--- src/rtl/ritp_pkg.sv ---
// ----------------------------------------------------------------------------
// ritp_pkg
// Types and character constants of the integer text parser.
// ----------------------------------------------------------------------------
package ritp_pkg;

  localparam int BASE_W = 6;
  localparam int END_W  = 12;
  localparam int DIG_W  = 6;

  localparam logic [BASE_W-1:0] RADIX_RESET = 6'd10;
  localparam logic [BASE_W-1:0] B_AUTO      = 6'd0;
  localparam logic [BASE_W-1:0] B_BIN       = 6'd2;
  localparam logic [BASE_W-1:0] B_OCT       = 6'd8;
  localparam logic [BASE_W-1:0] B_DEC       = 6'd10;
  localparam logic [BASE_W-1:0] B_HEX       = 6'd16;
  localparam logic [BASE_W-1:0] B_MAX       = 6'd36;

  localparam logic [7:0] CH_TAB   = 8'h09;
  localparam logic [7:0] CH_CR    = 8'h0D;
  localparam logic [7:0] CH_SPACE = 8'h20;
  localparam logic [7:0] CH_PLUS  = 8'h2B;
  localparam logic [7:0] CH_MINUS = 8'h2D;
  localparam logic [7:0] CH_0     = 8'h30;
  localparam logic [7:0] CH_9     = 8'h39;
  localparam logic [7:0] CH_UA    = 8'h41;
  localparam logic [7:0] CH_UB    = 8'h42;
  localparam logic [7:0] CH_UX    = 8'h58;
  localparam logic [7:0] CH_UZ    = 8'h5A;
  localparam logic [7:0] CH_LA    = 8'h61;
  localparam logic [7:0] CH_LB    = 8'h62;
  localparam logic [7:0] CH_LX    = 8'h78;
  localparam logic [7:0] CH_LZ    = 8'h7A;
  localparam logic [7:0] UP_OFS   = CH_UA - 8'd10;
  localparam logic [7:0] LO_OFS   = CH_LA - 8'd10;

  // one classified character word
  typedef struct packed {
    logic             ws;
    logic             minus;
    logic             plus;
    logic             zero;
    logic             x_mark;
    logic             b_mark;
    logic             dig_ok;
    logic [DIG_W-1:0] dig;
    logic             last;
  } cls_t;

endpackage

--- src/rtl/ritp_front.sv ---
// ----------------------------------------------------------------------------
// ritp_front
// Character classifier: whitespace, sign, prefix marks and digit value.
// ----------------------------------------------------------------------------
module ritp_front (
  input  logic [7:0]    in_ch,
  input  logic          in_last,
  output ritp_pkg::cls_t cls
);

  logic [7:0] dig_full;
  logic       dig_ok;

  always_comb begin
    dig_ok   = 1'b1;
    dig_full = '0;
    if (in_ch inside {[ritp_pkg::CH_0:ritp_pkg::CH_9]}) begin
      dig_full = in_ch - ritp_pkg::CH_0;
    end else if (in_ch inside {[ritp_pkg::CH_UA:ritp_pkg::CH_UZ]}) begin
      dig_full = in_ch - ritp_pkg::UP_OFS;
    end else if (in_ch inside {[ritp_pkg::CH_LA:ritp_pkg::CH_LZ]}) begin
      dig_full = in_ch - ritp_pkg::LO_OFS;
    end else begin
      dig_ok = 1'b0;
    end
  end

  always_comb begin
    cls.ws     = (in_ch inside {ritp_pkg::CH_SPACE, [ritp_pkg::CH_TAB:ritp_pkg::CH_CR]});
    cls.minus  = (in_ch == ritp_pkg::CH_MINUS);
    cls.plus   = (in_ch == ritp_pkg::CH_PLUS);
    cls.zero   = (in_ch == ritp_pkg::CH_0);
    cls.x_mark = (in_ch inside {ritp_pkg::CH_LX, ritp_pkg::CH_UX});
    cls.b_mark = (in_ch inside {ritp_pkg::CH_LB, ritp_pkg::CH_UB});
    cls.dig_ok = dig_ok;
    cls.dig    = dig_full[ritp_pkg::DIG_W-1:0];
    cls.last   = in_last;
  end

endmodule

--- src/rtl/ritp_queue.sv ---
// ----------------------------------------------------------------------------
// ritp_queue
// Two-entry queue of classified words between classifier and parser core.
// ----------------------------------------------------------------------------
module ritp_queue (
  input  logic           clk,
  input  logic           rst_n,
  input  logic           push,
  input  ritp_pkg::cls_t push_data,
  output logic           can_push,
  input  logic           pop,
  output logic           head_valid,
  output ritp_pkg::cls_t head_data
);

  ritp_pkg::cls_t mem_r [2];
  logic           wr_ptr_r, wr_ptr_nxt;
  logic           rd_ptr_r, rd_ptr_nxt;
  logic [1:0]     cnt_r, cnt_nxt;

  always_comb begin
    wr_ptr_nxt = push ? ~wr_ptr_r : wr_ptr_r;
    rd_ptr_nxt = pop ? ~rd_ptr_r : rd_ptr_r;
    cnt_nxt    = cnt_r + {1'b0, push} - {1'b0, pop};
  end

  always_ff @(posedge clk) begin
    if (!rst_n) begin
      wr_ptr_r <= 1'b0;
      rd_ptr_r <= 1'b0;
      cnt_r    <= 2'd0;
    end else begin
      wr_ptr_r <= wr_ptr_nxt;
      rd_ptr_r <= rd_ptr_nxt;
      cnt_r    <= cnt_nxt;
    end
  end

  always_ff @(posedge clk) begin
    if (push) begin
      mem_r[wr_ptr_r] <= push_data;
    end
  end

  assign can_push   = (cnt_r != 2'd2);
  assign head_valid = (cnt_r != 2'd0);
  assign head_data  = mem_r[rd_ptr_r];

endmodule

--- src/rtl/ritp_back.sv ---
// ----------------------------------------------------------------------------
// ritp_back
// Parser core: phase tracking, multiply-add accumulate with overflow compare,
// and the result register.
// ----------------------------------------------------------------------------
module ritp_back #(
  parameter int VALUE_BITS = 32,
  parameter int MAX_LEN    = 4096
) (
  input  logic                              clk,
  input  logic                              rst_n,
  input  logic                              cfg_we,
  input  logic [ritp_pkg::BASE_W-1:0]       cfg_wdata,
  input  logic                              head_valid,
  input  ritp_pkg::cls_t                    head_data,
  output logic                              pop,
  output logic                              out_valid,
  input  logic                              out_ready,
  output logic signed [VALUE_BITS-1:0]      out_value,
  output logic [ritp_pkg::END_W-1:0]        out_end_offset,
  output logic                              out_range_error
);

  localparam int POS_W = $clog2(MAX_LEN);
  localparam int W     = VALUE_BITS + ritp_pkg::BASE_W;
  localparam int EXT_W = POS_W + ritp_pkg::END_W;
  localparam logic [VALUE_BITS-1:0] VMIN = {1'b1, {(VALUE_BITS-1){1'b0}}};
  localparam logic [VALUE_BITS-1:0] VMAX = ~VMIN;
  localparam logic [POS_W-1:0]      POS_TOP = POS_W'(MAX_LEN - 1);

  typedef enum logic [2:0] {
    PH_WS, PH_START, PH_ZERO, PH_PREFIX, PH_DIGITS, PH_DONE
  } phase_t;

  typedef enum logic [1:0] {
    ST_NONE, ST_SEEN, ST_OVER
  } status_t;

  phase_t                        phase_r, phase_nxt;
  status_t                       status_r, status_nxt;
  logic                          neg_r, neg_nxt;
  logic [ritp_pkg::BASE_W-1:0]   base_r, base_nxt;
  logic [ritp_pkg::BASE_W-1:0]   radix_r;
  logic [VALUE_BITS-1:0]         acc_r, acc_nxt;
  logic [POS_W-1:0]              pos_r, pos_nxt;
  logic [POS_W-1:0]              endp_r, endp_nxt;
  logic                          out_valid_r, out_valid_nxt;
  logic [VALUE_BITS-1:0]         out_value_r, res_value;
  logic [ritp_pkg::END_W-1:0]    out_end_r;
  logic                          out_err_r;

  logic                          fc;
  logic [ritp_pkg::BASE_W-1:0]   fc_base;
  logic                          dod;
  logic [ritp_pkg::BASE_W-1:0]   dod_base;
  logic                          dig_in_base;
  logic [W-1:0]                  prod;
  logic [W-1:0]                  sum;
  logic [W-1:0]                  limit;
  logic [POS_W-1:0]              end_sel;
  logic [EXT_W-1:0]              end_ext;

  assign pop = head_valid && (!head_data.last || !out_valid_r || out_ready);

  assign pos_nxt = (pos_r < POS_TOP) ? pos_r + POS_W'(1) : pos_r;

  // accumulator * base + digit against the signed limit replaces cutoff/cutlim
  assign prod  = W'(acc_r) * W'(dod_base);
  assign sum   = prod + W'(head_data.dig);
  assign limit = W'(VMAX) + W'(neg_r);

  assign dig_in_base = (dod_base >= ritp_pkg::B_BIN) && (dod_base <= ritp_pkg::B_MAX) &&
                       head_data.dig_ok && (head_data.dig < dod_base);

  always_comb begin
    phase_nxt  = phase_r;
    status_nxt = status_r;
    neg_nxt    = neg_r;
    base_nxt   = base_r;
    acc_nxt    = acc_r;
    endp_nxt   = endp_r;
    fc         = 1'b0;
    fc_base    = base_r;
    dod        = 1'b0;
    dod_base   = base_r;

    case (phase_r)
      PH_WS: begin
        base_nxt = radix_r;
        if (head_data.ws) begin
          phase_nxt = PH_WS;
        end else if (head_data.minus) begin
          neg_nxt   = 1'b1;
          phase_nxt = PH_START;
        end else if (head_data.plus) begin
          phase_nxt = PH_START;
        end else begin
          fc      = 1'b1;
          fc_base = radix_r;
        end
      end
      PH_START: begin
        fc = 1'b1;
      end
      PH_ZERO: begin
        if (head_data.x_mark && (base_r inside {ritp_pkg::B_AUTO, ritp_pkg::B_HEX})) begin
          base_nxt  = ritp_pkg::B_HEX;
          phase_nxt = PH_PREFIX;
        end else if (head_data.b_mark &&
                     (base_r inside {ritp_pkg::B_AUTO, ritp_pkg::B_BIN})) begin
          base_nxt  = ritp_pkg::B_BIN;
          phase_nxt = PH_PREFIX;
        end else begin
          dod      = 1'b1;
          dod_base = (base_r == ritp_pkg::B_AUTO) ? ritp_pkg::B_OCT : base_r;
          base_nxt = dod_base;
        end
      end
      PH_PREFIX, PH_DIGITS: begin
        dod = 1'b1;
      end
      default: begin
        phase_nxt = PH_DONE;
      end
    endcase

    if (fc) begin
      // leading zero may open a prefix or an octal number
      if (head_data.zero &&
          (fc_base inside {ritp_pkg::B_AUTO, ritp_pkg::B_HEX, ritp_pkg::B_BIN})) begin
        status_nxt = ST_SEEN;
        acc_nxt    = '0;
        endp_nxt   = pos_nxt;
        phase_nxt  = PH_ZERO;
      end else begin
        dod      = 1'b1;
        dod_base = (fc_base == ritp_pkg::B_AUTO) ? ritp_pkg::B_DEC : fc_base;
        base_nxt = dod_base;
      end
    end

    if (dod) begin
      if (dig_in_base) begin
        if (status_r == ST_OVER || sum > limit) begin
          status_nxt = ST_OVER;
        end else begin
          acc_nxt    = sum[VALUE_BITS-1:0];
          status_nxt = ST_SEEN;
        end
        endp_nxt  = pos_nxt;
        phase_nxt = PH_DIGITS;
      end else begin
        phase_nxt = PH_DONE;
      end
    end
  end

  always_comb begin
    if (status_nxt == ST_OVER) begin
      res_value = neg_nxt ? VMIN : VMAX;
    end else if (neg_nxt) begin
      res_value = -acc_nxt;
    end else begin
      res_value = acc_nxt;
    end
    end_sel = (status_nxt != ST_NONE) ? endp_nxt : '0;
    end_ext = EXT_W'(end_sel);
  end

  // a result taken and a new one loaded in the same cycle keeps valid high
  always_comb begin
    out_valid_nxt = out_valid_r;
    if (out_ready) begin
      out_valid_nxt = 1'b0;
    end
    if (pop && head_data.last) begin
      out_valid_nxt = 1'b1;
    end
  end

  always_ff @(posedge clk) begin
    if (!rst_n) begin
      radix_r     <= ritp_pkg::RADIX_RESET;
      phase_r     <= PH_WS;
      status_r    <= ST_NONE;
      neg_r       <= 1'b0;
      base_r      <= '0;
      acc_r       <= '0;
      pos_r       <= '0;
      endp_r      <= '0;
      out_valid_r <= 1'b0;
    end else begin
      if (cfg_we) begin
        radix_r <= cfg_wdata;
      end
      out_valid_r <= out_valid_nxt;
      if (pop) begin
        if (head_data.last) begin
          // result out, parser rearms
          phase_r     <= PH_WS;
          status_r    <= ST_NONE;
          neg_r       <= 1'b0;
          base_r      <= '0;
          acc_r       <= '0;
          pos_r       <= '0;
          endp_r      <= '0;
        end else begin
          phase_r  <= phase_nxt;
          status_r <= status_nxt;
          neg_r    <= neg_nxt;
          base_r   <= base_nxt;
          acc_r    <= acc_nxt;
          pos_r    <= pos_nxt;
          endp_r   <= endp_nxt;
        end
      end
    end
  end

  always_ff @(posedge clk) begin
    if (pop && head_data.last) begin
      out_value_r <= res_value;
      out_end_r   <= end_ext[ritp_pkg::END_W-1:0];
      out_err_r   <= (status_nxt == ST_OVER);
    end
  end

  assign out_valid       = out_valid_r;
  assign out_value       = out_value_r;
  assign out_end_offset  = out_end_r;
  assign out_range_error = out_err_r;

endmodule

--- src/rtl/radix_integer_text_parser_top.sv ---
// ----------------------------------------------------------------------------
// radix_integer_text_parser_top
// Streaming signed integer parser, one character per word, strtol rules.
//
//   channel  ports                                   direction
//   in       in_valid/in_ready, in_ch, in_last       character words in
//   out      out_valid/out_ready, out_value,         one result per string
//            out_end_offset, out_range_error
//   cfg      cfg_we, cfg_wdata                       radix register write
//
// One character per cycle while the queue has room; the word marked last is
// registered in the queue, then the multiply-add core loads the result
// register and raises valid as it pops that word.
// The two-entry queue lets the input keep flowing while a result waits.
// Synchronous active-low reset; radix returns to 10, no clearing pass.
// A last word stalls in the queue only while a result waits unread.
// ----------------------------------------------------------------------------
module radix_integer_text_parser_top #(
  parameter int VALUE_BITS = 32,
  parameter int MAX_LEN    = 4096
) (
  input  logic                          clk,
  input  logic                          rst_n,
  input  logic                          cfg_we,
  input  logic [ritp_pkg::BASE_W-1:0]   cfg_wdata,
  input  logic                          in_valid,
  output logic                          in_ready,
  input  logic [7:0]                    in_ch,
  input  logic                          in_last,
  output logic                          out_valid,
  input  logic                          out_ready,
  output logic signed [VALUE_BITS-1:0]  out_value,
  output logic [ritp_pkg::END_W-1:0]    out_end_offset,
  output logic                          out_range_error
);

  ritp_pkg::cls_t cls;
  ritp_pkg::cls_t head_data;
  logic           head_valid;
  logic           pop;

  ritp_front u_front (
    .in_ch   (in_ch),
    .in_last (in_last),
    .cls     (cls)
  );

  ritp_queue u_queue (
    .clk        (clk),
    .rst_n      (rst_n),
    .push       (in_valid && in_ready),
    .push_data  (cls),
    .can_push   (in_ready),
    .pop        (pop),
    .head_valid (head_valid),
    .head_data  (head_data)
  );

  ritp_back #(
    .VALUE_BITS (VALUE_BITS),
    .MAX_LEN    (MAX_LEN)
  ) u_back (
    .clk             (clk),
    .rst_n           (rst_n),
    .cfg_we          (cfg_we),
    .cfg_wdata       (cfg_wdata),
    .head_valid      (head_valid),
    .head_data       (head_data),
    .pop             (pop),
    .out_valid       (out_valid),
    .out_ready       (out_ready),
    .out_value       (out_value),
    .out_end_offset  (out_end_offset),
    .out_range_error (out_range_error)
  );

endmodule

--- config.mk ---
export PLATFORM = sky130hd
export DESIGN_NAME = radix_integer_text_parser_top
export DESIGN_NICKNAME = d
export VERILOG_FILES = /design/src/rtl/ritp_pkg.sv /design/src/rtl/ritp_front.sv /design/src/rtl/ritp_queue.sv /design/src/rtl/ritp_back.sv /design/src/rtl/radix_integer_text_parser_top.sv
export SDC_FILE = /design/constraint.sdc
export NUM_CORES = 1
export LEC_CHECK = 0
export ABC_AREA = 1
export BUFFER_PORTS_ARGS = -buffer_cell sky130_fd_sc_hd__buf_2
export CAP_MARGIN = 25
export CORE_MARGIN = 5
export CORE_UTILIZATION = 55
export CTS_BUF_LIST = sky130_fd_sc_hd__clkbuf_4 sky130_fd_sc_hd__clkbuf_8
export DETAILED_ROUTE_END_ITERATION = 8
export GPL_TIMING_DRIVEN = 0
export PLACE_DENSITY = 0.72
export SYNTH_ARGS = -nofsm -noshare
export SYNTH_HDL_FRONTEND = slang
export SYNTH_SLANG_ARGS = --single-unit
export TNS_END_PERCENT = 5
--- constraint.sdc ---
create_clock -name clk -period 9.9 [get_ports clk]
set_input_delay 1.98 -clock clk [delete_from_list [all_inputs] [get_ports clk]]
set_output_delay 1.98 -clock clk [all_outputs]
set_load 0.01 [all_outputs]
==> results of run 1 <==
==> final timing paths <==
path / from / endpoint / slack [ps]
worst min-delay path: u_queue.rd_ptr_r / u_queue.rd_ptr_r / 470
worst min register to register: u_queue.rd_ptr_r / u_queue.rd_ptr_r / 470
worst max register to register: u_back.phase_r[1] / u_back.out_value[30] / 480
worst max-delay path: u_back.phase_r[1] / u_back.out_value[30] / 480
==> area by class of cell <==
type | count | share of cell area (%)
multi-input combinational | 1678 | 61.8
sequential | 153 | 21.6
inverter | 303 | 6.51
timing repair buffer | 91 | 3.11
tap | 384 | 2.73
buffer | 64 | 1.90
clock buffer | 17 | 1.33
clock inverter | 15 | 1.02
==> metal layers <==
layer  share of wire, %  global-route usage (%)  routed length, um  vias to the layer above
li1                   -                       -                  -                     7258
met1                 43                    37.5              19800                     7071
met2                 47                    47.4              21700                      611
met3                7.2                    2.91               3330                       90
met4                2.8                    7.08               1300                        0
met5                  0                       0                  0                        -
==> what timing repair did <==
action,in CTS,in global routing
pin swaps,2,20
setup endpoints to repair,32,32
setup buffers,3,21
gates resized for setup,31,50
==> power groups by stage <==
stage / Clock [mW] / Sequential, mW / Combinational (mW)
floorplan: 0 / 0.963 / 1.50
CTS: 0.515 / 0.904 / 2.38
global placement: 0 / 0.925 / 2.27
global route: 0.542 / 0.920 / 2.84
finish: 0.509 / 0.905 / 2.62
detailed placement: 0 / 0.918 / 2.32
==> cells by family (layout without fill, tap and decap cells) <==
| group | after synthesis | in the layout | share of synthesized area, % |
|---|---|---|---|
| xor+xnor | 56 | 56 | 3.08 |
| simple gates | 1072 | 1072 | 28.0 |
| fa+ha+maj | 257 | 257 | 26.0 |
| compound gates | 293 | 293 | 10.1 |
| flops | 153 | 153 | 23.8 |
| buf+inv | 368 | 490 | 8.97 |
==> flip-flops by register name, summed over array words and instances, names as in the netlist, 6 cells and up, named ones only <==
register	cells
u_back.endp_r	12
u_back.out_value	32
u_back.pos_r	12
u_back.radix_r	6
u_back.out_end_offset	12
u_back.base_r	6
u_queue.mem_r	28
u_back.acc_r	32
==> through the flow <==
step           setup TNS (ps)  power [mW]  area (um2)
6_report                    0        4.03       17600
5_1_grt                  -345        4.30       17600
4_1_cts                     0        3.80       17300
3_5_place_dp           -15550        3.24       16800
3_3_place_gp           -13040        3.19       16700
2_1_floorplan               0        2.47       15900
==> layout by cell type (no fill, tap or decap), types with 21 or more instances in the layout <==
cell type | Yosys | routed
xnor2_1 | 21 | 21
a21oi_1 | 153 | 152
buf_2 | 4 | 69
clkbuf_1 | 36 | 25
nor2_1 | 332 | 327
nand2_1 | 541 | 532
buf_4 | 3 | 28
xor2_1 | 35 | 34
o21ai_0 | 66 | 62
dfxtp_1 | 80 | 78
edfxtp_1 | 73 | 73
nand3_1 | 95 | 94
ha_1 | 133 | 131
inv_1 | 293 | 290
fa_1 | 124 | 124
nand4_1 | 31 | 31
==> insert_results.sql, run 1 <==
INSERT INTO impl_metrics (metric_group, metric, value, unit) VALUES
('status', 'outcome', 'complete, no violations', ''),
('critical_path', 'crit_path_max_incr_delay', '550', 'ps'),
('sta', 'finalHoldViolations', '0', ''),
('drt', 'post_drt_via_cell_ratio', '5.56', ''),
('placed_design', 'port_buffers', '64', ''),
('global_routing', 'grt_overflow', '0', ''),
('die', 'initial_core_util', '55.7', '%'),
('clock_tree', 'tritoncts', 'done', ''),
('cells_and_area', 'fillCellCount', '2667', ''),
('die', 'rows', '62', ''),
('power_and_ir_drop', 'power_switching', '2.23', 'mW'),
('logic_synthesis', 'synthFlopType', 'dfxtp_1', ''),
('clock_tree', 'cts.htree.levels', '4', ''),
('critical_path', 'critical_path_cell_count', '56', ''),
('placed_design', 'numPlacedInstances', '2650', ''),
('drt', 'drt-total-wl', '46100', 'um'),
('power_and_ir_drop', 'combPwrFrac', '64.9', '%'),
('logic_synthesis', 'synth_top_area_cells', 'fa_1, edfxtp_1, nand2_1, ha_1, dfxtp_1', ''),
('cells_and_area', 'area.growth.synth_to_final', '10.4', '%'),
('critical_path', 'timing.critical_path.buf_inv', '9', ''),
('die', 'design.portCount', '67', ''),
('sta', 'layout_min_cycle_time', '9420', 'ps'),
('logic_synthesis', 'cell_count_after_synthesis', '2199', ''),
('logic_synthesis', 'yosys.cell_types.count', '53', ''),
('logic_synthesis', 'netlist.area_leader.share', '15.6', '%'),
('logic_synthesis', 'synth_sequential_area_ratio', '23.8', '%'),
('hold_path', 'hold_path.class', 'reg2reg', ''),
('die', 'die_y', '180', 'um'),
('cells_and_area', 'fin_util', '61.5', '%'),
('power_and_ir_drop', 'leakage', '8.73', 'nW'),
('clock_tree', 'cts_root_buf', 'clkbuf_8', ''),
('die', 'die-area', '32500', 'um2'),
('critical_path', 'worstRegToRegCells', '56', ''),
('cells_and_area', 'layout.nets', '2585', ''),
('cells_and_area', 'drive_gt1_share', '10.0', '%'),
('placed_design', 'globalplace.congestion', '0.944', ''),
('drt', 'vias', '15030', ''),
('global_routing', 'grt_start_max_net_pins', '46', ''),
('critical_path', 'critPathArrivalTime', '9650', 'ps'),
('critical_path', 'cp_data_required_time', '10130', 'ps'),
('sta', 'final_cycle_share', '95.1', '%'),
('logic_synthesis', 'yosys_warnings', '0', ''),
('sta', 'maxSlewHeadroom', '36.3', '%'),
('logic_synthesis', 'ys_async_sr_fraction', '0', '%'),
('critical_path', 'timing.critical_path.mode_cell', 'nand2_1', ''),
('power_and_ir_drop', 'netSwitchingFraction', '55.3', '%'),
('critical_path', 'cpMaxStageDelayCell', 'fa_1', ''),
('cells_and_area', 'diodes', '0', ''),
('drt', 'drt_iter0_markers', '1310', ''),
('die', 'core-area', '28600', 'um2'),
('drt', 'antenna_violating_nets_post_route', '0', ''),
('flow_run', 'max_cap_violations', '0', ''),
('clock_tree', 'numClockSinks', '153', ''),
('die', 'die_width', '180', 'um'),
('global_routing', 'via_count_of_the_first_global_routing_pass', '14289', ''),
('placed_design', 'detailedPlacementHpwl', '36800', 'um'),
('sta', 'hold-worst-slack', '470', 'ps'),
('global_routing', 'groute.usage.overall', '27.6', '%'),
('logic_synthesis', 'synth_cell_count_leaders', 'nand2_1, nor2_1, inv_1, a21oi_1, ha_1', ''),
('critical_path', 'critical_path.startpoint_type', 'flip-flop', ''),
('global_routing', 'grt_first_pass_wirelength', '73700', 'um'),
('power_and_ir_drop', 'clockPowerShare', '12.6', '%'),
('power_and_ir_drop', 'portion_of_total_power_attributed_to_sequential_cells', '22.4', '%'),
('power_and_ir_drop', 'vdd_drop_max', '0.185', 'mV'),
('cells_and_area', 'final_cell_count_no_fill', '2705', ''),
('drt', 'dr_wl_cell', '17.0', 'um'),
('power_and_ir_drop', 'power.internal', '1.80', 'mW'),
('logic_synthesis', 'synthesis.area', '15900', 'um2'),
('critical_path', 'crit_family', 'simple AND/OR/NAND/NOR gates', ''),
('clock_tree', 'clock_latency_at_the_later_pin_of_the_worst_skew_pair', '470', 'ps'),
('sta', 'min_setup_slack_post_route', '482', 'ps');
No activity file was read; power rests on OpenSTA's default activity.
==> run 2: changes to the inputs <==
--- a/config.mk
+++ b/config.mk
@@ -16,5 +16,6 @@
 export PLACE_DENSITY = 0.72
 export SYNTH_ARGS = -nofsm -noshare
 export SYNTH_HDL_FRONTEND = slang
+export SYNTH_HIERARCHICAL = 1
 export SYNTH_SLANG_ARGS = --single-unit
 export TNS_END_PERCENT = 5
==> run 2 against run 1 <==
Net effect:
- via count grew 0.96%
- wire length is 3.6% lower
- flip-flop and latch count stayed put
- combinational power is 19% lower
- critical endpoint is now u_back/out_value[28]
- largest cell class unchanged
==> insert_results.sql, run 2 <==
INSERT INTO impl_metrics (metric_group, metric, value, unit) VALUES
('logic_synthesis', 'ys_seq_elements', '153', ''),
('clock_tree', 'cts_inserted_buffers', '17', ''),
('placed_design', 'numPlacedInstances', '2726', ''),
('logic_synthesis', 'netlist.area_leader.share', '15.2', '%'),
('logic_synthesis', 'synth_top_family_by_area', 'simple AND/OR/NAND/NOR gates', ''),
('cells_and_area', 'area.growth.synth_to_final', '10.7', '%'),
('sta', 'max_clock_freq', '0.107', 'GHz'),
('status', 'outcome', 'complete, no violations', ''),
('power_and_ir_drop', 'vdd_drop_max', '0.138', 'mV'),
('clock_tree', 'cts.htree.levels', '4', ''),
('logic_synthesis', 'ys_async_sr_fraction', '0', '%'),
('cells_and_area', 'layout_common_cells', 'nand2_1, inv_1, nor2_1', ''),
('placed_design', 'pre_cts_ws', '-940', 'ps'),
('logic_synthesis', 'synth_top_area_cells', 'fa_1, edfxtp_1, nand2_1, ha_1, dfxtp_1', ''),
('sta', 'finalHoldViolations', '0', ''),
('clock_tree', 'clock_latency_at_the_later_pin_of_the_worst_skew_pair', '460', 'ps'),
('critical_path', 'cp_data_required_time', '10100', 'ps'),
('critical_path', 'worstPathMaxFanout', '10', ''),
('hold_path', 'min_delay_worst_endpoint', 'u_back/endp_r[1]', ''),
('logic_synthesis', 'yosys.cell_types.count', '55', ''),
('logic_synthesis', 'syn_avg_cell_area', '7.21', 'um2'),
('power_and_ir_drop', 'clockPowerShare', '13.1', '%'),
('critical_path', 'setup.worst_path.class', 'reg2reg', ''),
('sta', 'worstMarginPinSlew', '924', 'ps'),
('drt', 'antenna_violating_nets_post_route', '0', ''),
('global_routing', 'antenna_violations_before_repair', '1', ''),
('drt', 'detail_route.wirelength.met1', '19700', 'um'),
('drt', 'dr_wl_cell', '16.0', 'um'),
('sta', 'final.setup_skew', '15.5', 'ps'),
('critical_path', 'r2r_setup_slack', '560', 'ps'),
('power_and_ir_drop', 'portion_of_total_power_attributed_to_sequential_cells', '25.2', '%'),
('clock_tree', 'numClockSinks', '153', ''),
('critical_path', 'crit_path_max_incr_delay', '550', 'ps'),
('logic_synthesis', 'synth-simple-area-share', '28.9', '%'),
('flow_run', 'max_cap_violations', '0', ''),
('power_and_ir_drop', 'netSwitchingFraction', '51.5', '%'),
('logic_synthesis', 'cell_count_after_synthesis', '2270', ''),
('power_and_ir_drop', 'combPwrFrac', '61.7', '%'),
('drt', 'drt_iter0_markers', '1239', ''),
('cells_and_area', 'drive_gt1_share', '12.0', '%'),
('logic_synthesis', 'synth_adder_area_share', '25.3', '%'),
('sta', 'min_setup_slack_post_route', '555', 'ps'),
('die', 'die_width', '183', 'um'),
('power_and_ir_drop', 'power_switching', '1.76', 'mW'),
('logic_synthesis', 'synth.net_count', '2546', ''),
('logic_synthesis', 'synth-edff-count', '73', ''),
('critical_path', 'critPathArrivalTime', '9550', 'ps'),
('hold_path', 'holdCritStartpoint', 'u_back/endp_r[1]', ''),
('logic_synthesis', 'synth_sequential_area_ratio', '23.2', '%'),
('critical_path', 'timing.critical_path.mode_cell', 'nand2_1', ''),
('power_and_ir_drop', 'power.density', '189', 'nW/um2'),
('logic_synthesis', 'synth-xor-area-share', '2.62', '%'),
('clock_tree', 'post_cts_hold_buffer_count', '0', ''),
('logic_synthesis', 'synthFlopType', 'dfxtp_1', ''),
('global_routing', 'grt_start_max_net_pins', '46', ''),
('cells_and_area', 'final_common_cell', 'nand2_1', ''),
('logic_synthesis', 'synth_compound_gate_area_share', '8.89', '%'),
('drt', 'drt-total-wl', '44500', 'um'),
('clock_tree', 'ctsLongestPathBuffers', '2', ''),
('clock_tree', 'path_clk_slew', '90', 'ps'),
('critical_path', 'worstRegToRegCells', '58', ''),
('power_and_ir_drop', 'power.internal', '1.66', 'mW'),
('logic_synthesis', 'synthDominantAreaCellType', 'fa_1', ''),
('cells_and_area', 'layout.nets', '2646', ''),
('global_routing', 'via_count_of_the_first_global_routing_pass', '14631', ''),
('drt', 'dr.max_layer_used', 'met5', ''),
('drt', 'wl_met3', '3480', 'um'),
('die', 'core-area', '29500', 'um2'),
('drt', 'vias', '15175', ''),
('power_and_ir_drop', 'report.power.total', '3.42', 'mW'),
('placed_design', 'globalplace.congestion', '0.994', ''),
('drt', 'routed_length_on_met2', '19900', 'um'),
('logic_synthesis', 'yosys_warnings', '6', ''),
('die', 'rows', '63', ''),
('sta', 'maxSlewViolCount', '0', ''),
('critical_path', 'cpMaxStageDelayCell', 'fa_1', ''),
('clock_tree', 'tritoncts', 'done', ''),
('drt', 'post_drt_via_cell_ratio', '5.47', ''),
('critical_path', 'r2r_end', 'u_back/out_value[28]', ''),
('die', 'design.portCount', '67', ''),
('sta', 'report.final.setup_viol', '0', ''),
('logic_synthesis', 'synth_cell_count_leaders', 'nand2_1, inv_1, nor2_1, a21oi_1, ha_1', ''),
('clock_tree', 'cts_root_buf', 'clkbuf_8', ''),
('cells_and_area', 'final_cell_count_no_fill', '2773', ''),
('die', 'die-area', '33300', 'um2'),
('global_routing', 'groute.usage.overall', '27.0', '%'),
('drt', 'drtPass1Iterations', '6', ''),
('sta', 'final_cycle_share', '94.4', '%'),
('hold_path', 'hold_path.class', 'reg2reg', ''),
('logic_synthesis', 'synthesis.area', '16400', 'um2'),
('hold_path', 'hold_depth', '2', ''),
('sta', 'layout_min_cycle_time', '9340', 'ps'),
('global_routing', 'grt_first_pass_wirelength', '72900', 'um'),
('placed_design', 'port_buffers', '64', ''),
('global_routing', 'grt_overflow', '0', ''),
('logic_synthesis', 'muxShareOfSynthArea', '1.02', '%'),
('logic_synthesis', 'yosys.cell_count.top_type', 'nand2_1', ''),
('drt', 'detail_route.drc_violations', '0', ''),
('cells_and_area', 'diodes', '0', ''),
('sta', 'maxSlewHeadroom', '38.4', '%'),
('die', 'initial_core_util', '55.5', '%'),
('placed_design', 'detailedPlacementHpwl', '35900', 'um'),
('power_and_ir_drop', 'leakage', '9.30', 'nW'),
('die', 'die_y', '183', 'um'),
('critical_path', 'critical_path.startpoint_type', 'flip-flop', ''),
('critical_path', 'crit_path_end_kind', 'flip-flop', '');
==> run 2: changes by cell type after synthesis, moves of 14 or more <==
cell	change
nand2_1	+30
a21oi_1	-21
mux2_2	+14
inv_1	+45
o21ai_0	-19
nand3_1	+15
==> run 2: power by group through the flow <==
stage	Sequential, mW	Combinational (mW)	Clock (mW)
after detailed placement	0.878	1.86	0
after global routing	0.877	2.30	0.489
after floorplan	0.914	1.23	0
after CTS	0.864	1.95	0.461
after global placement	0.882	1.82	0
final	0.864	2.11	0.448
==> run 2: layout make-up <==
class	instances	area [um2]
Buffer	66	369
Timing Repair Buffer	82	504
Tap cell	390	488
Sequential cell	153	3800
Clock buffer	19	262
Fill cell	2744	11400
Clock inverter	13	109
Inverter	354	1370
Multi-Input combinational cell	1696	11200
==> run 2: cells by family (layout without fill, tap and decap cells) <==
group	after synthesis	in the layout
and+or+nand+nor	1117	1117
buffers and inverters	421	534
AOI/OAI and AO/OA	259	259
adders and majority gates	256	256
DFF	153	153
xor gates and xnor gates	49	49
muxes	15	15
==> run 2: worst max-delay path by stage <==
stage / to / slack [ps] / cells past startpoint
2_1_floorplan: u_back/out_value[12] / 1320 / 54
3_3_place_gp: u_back/out_value[30] / -850 / 49
3_5_place_dp: u_back/out_value[26] / -940 / 55
4_1_cts: u_back/out_value[26] / 10 / 61
5_1_grt: u_back/out_value[28] / -30 / 59
6_report: u_back/out_value[28] / 560 / 58
==> run 2: critical path: cells and delay by family, from the launching register on <==
kind                       cells  cell delay (ps)
AOI/OAI and AO/OA              5              470
adders and majority gates      7             2780
buffers and inverters          9              840
DFF                            1              400
muxes                          1              340
and+or+nand+nor               36             4210
==> run 2: through the flow <==
| step | cell area (um2) | utilization (%) | hold slack [ps] | setup TNS, ps |
|---|---|---|---|---|
| CTS | 17700 | 60.1 | 468 | 0 |
| floorplan | 16400 | - | 442 | 0 |
| finish | 18100 | 61.5 | 464 | 0 |
| detailed placement | 17200 | 58.4 | 454 | -22510 |
| global placement | 17200 | 58.3 | 449 | -18820 |
| global route | 18100 | 61.5 | 501 | -50.9 |
==> run 2: metal layers <==
metal	global-route usage [%]	up-vias
li1	-	7370
met1	37.7	7146
met2	42.7	569
met3	4.31	88
met4	9.49	2
met5	0	-
==> run 2: what timing repair did <==
item	CTS	global route
pin swaps	3	9
buffers inserted	8	8
setup endpoints to repair	51	51
gates cloned	0	0
resized for setup	25	100
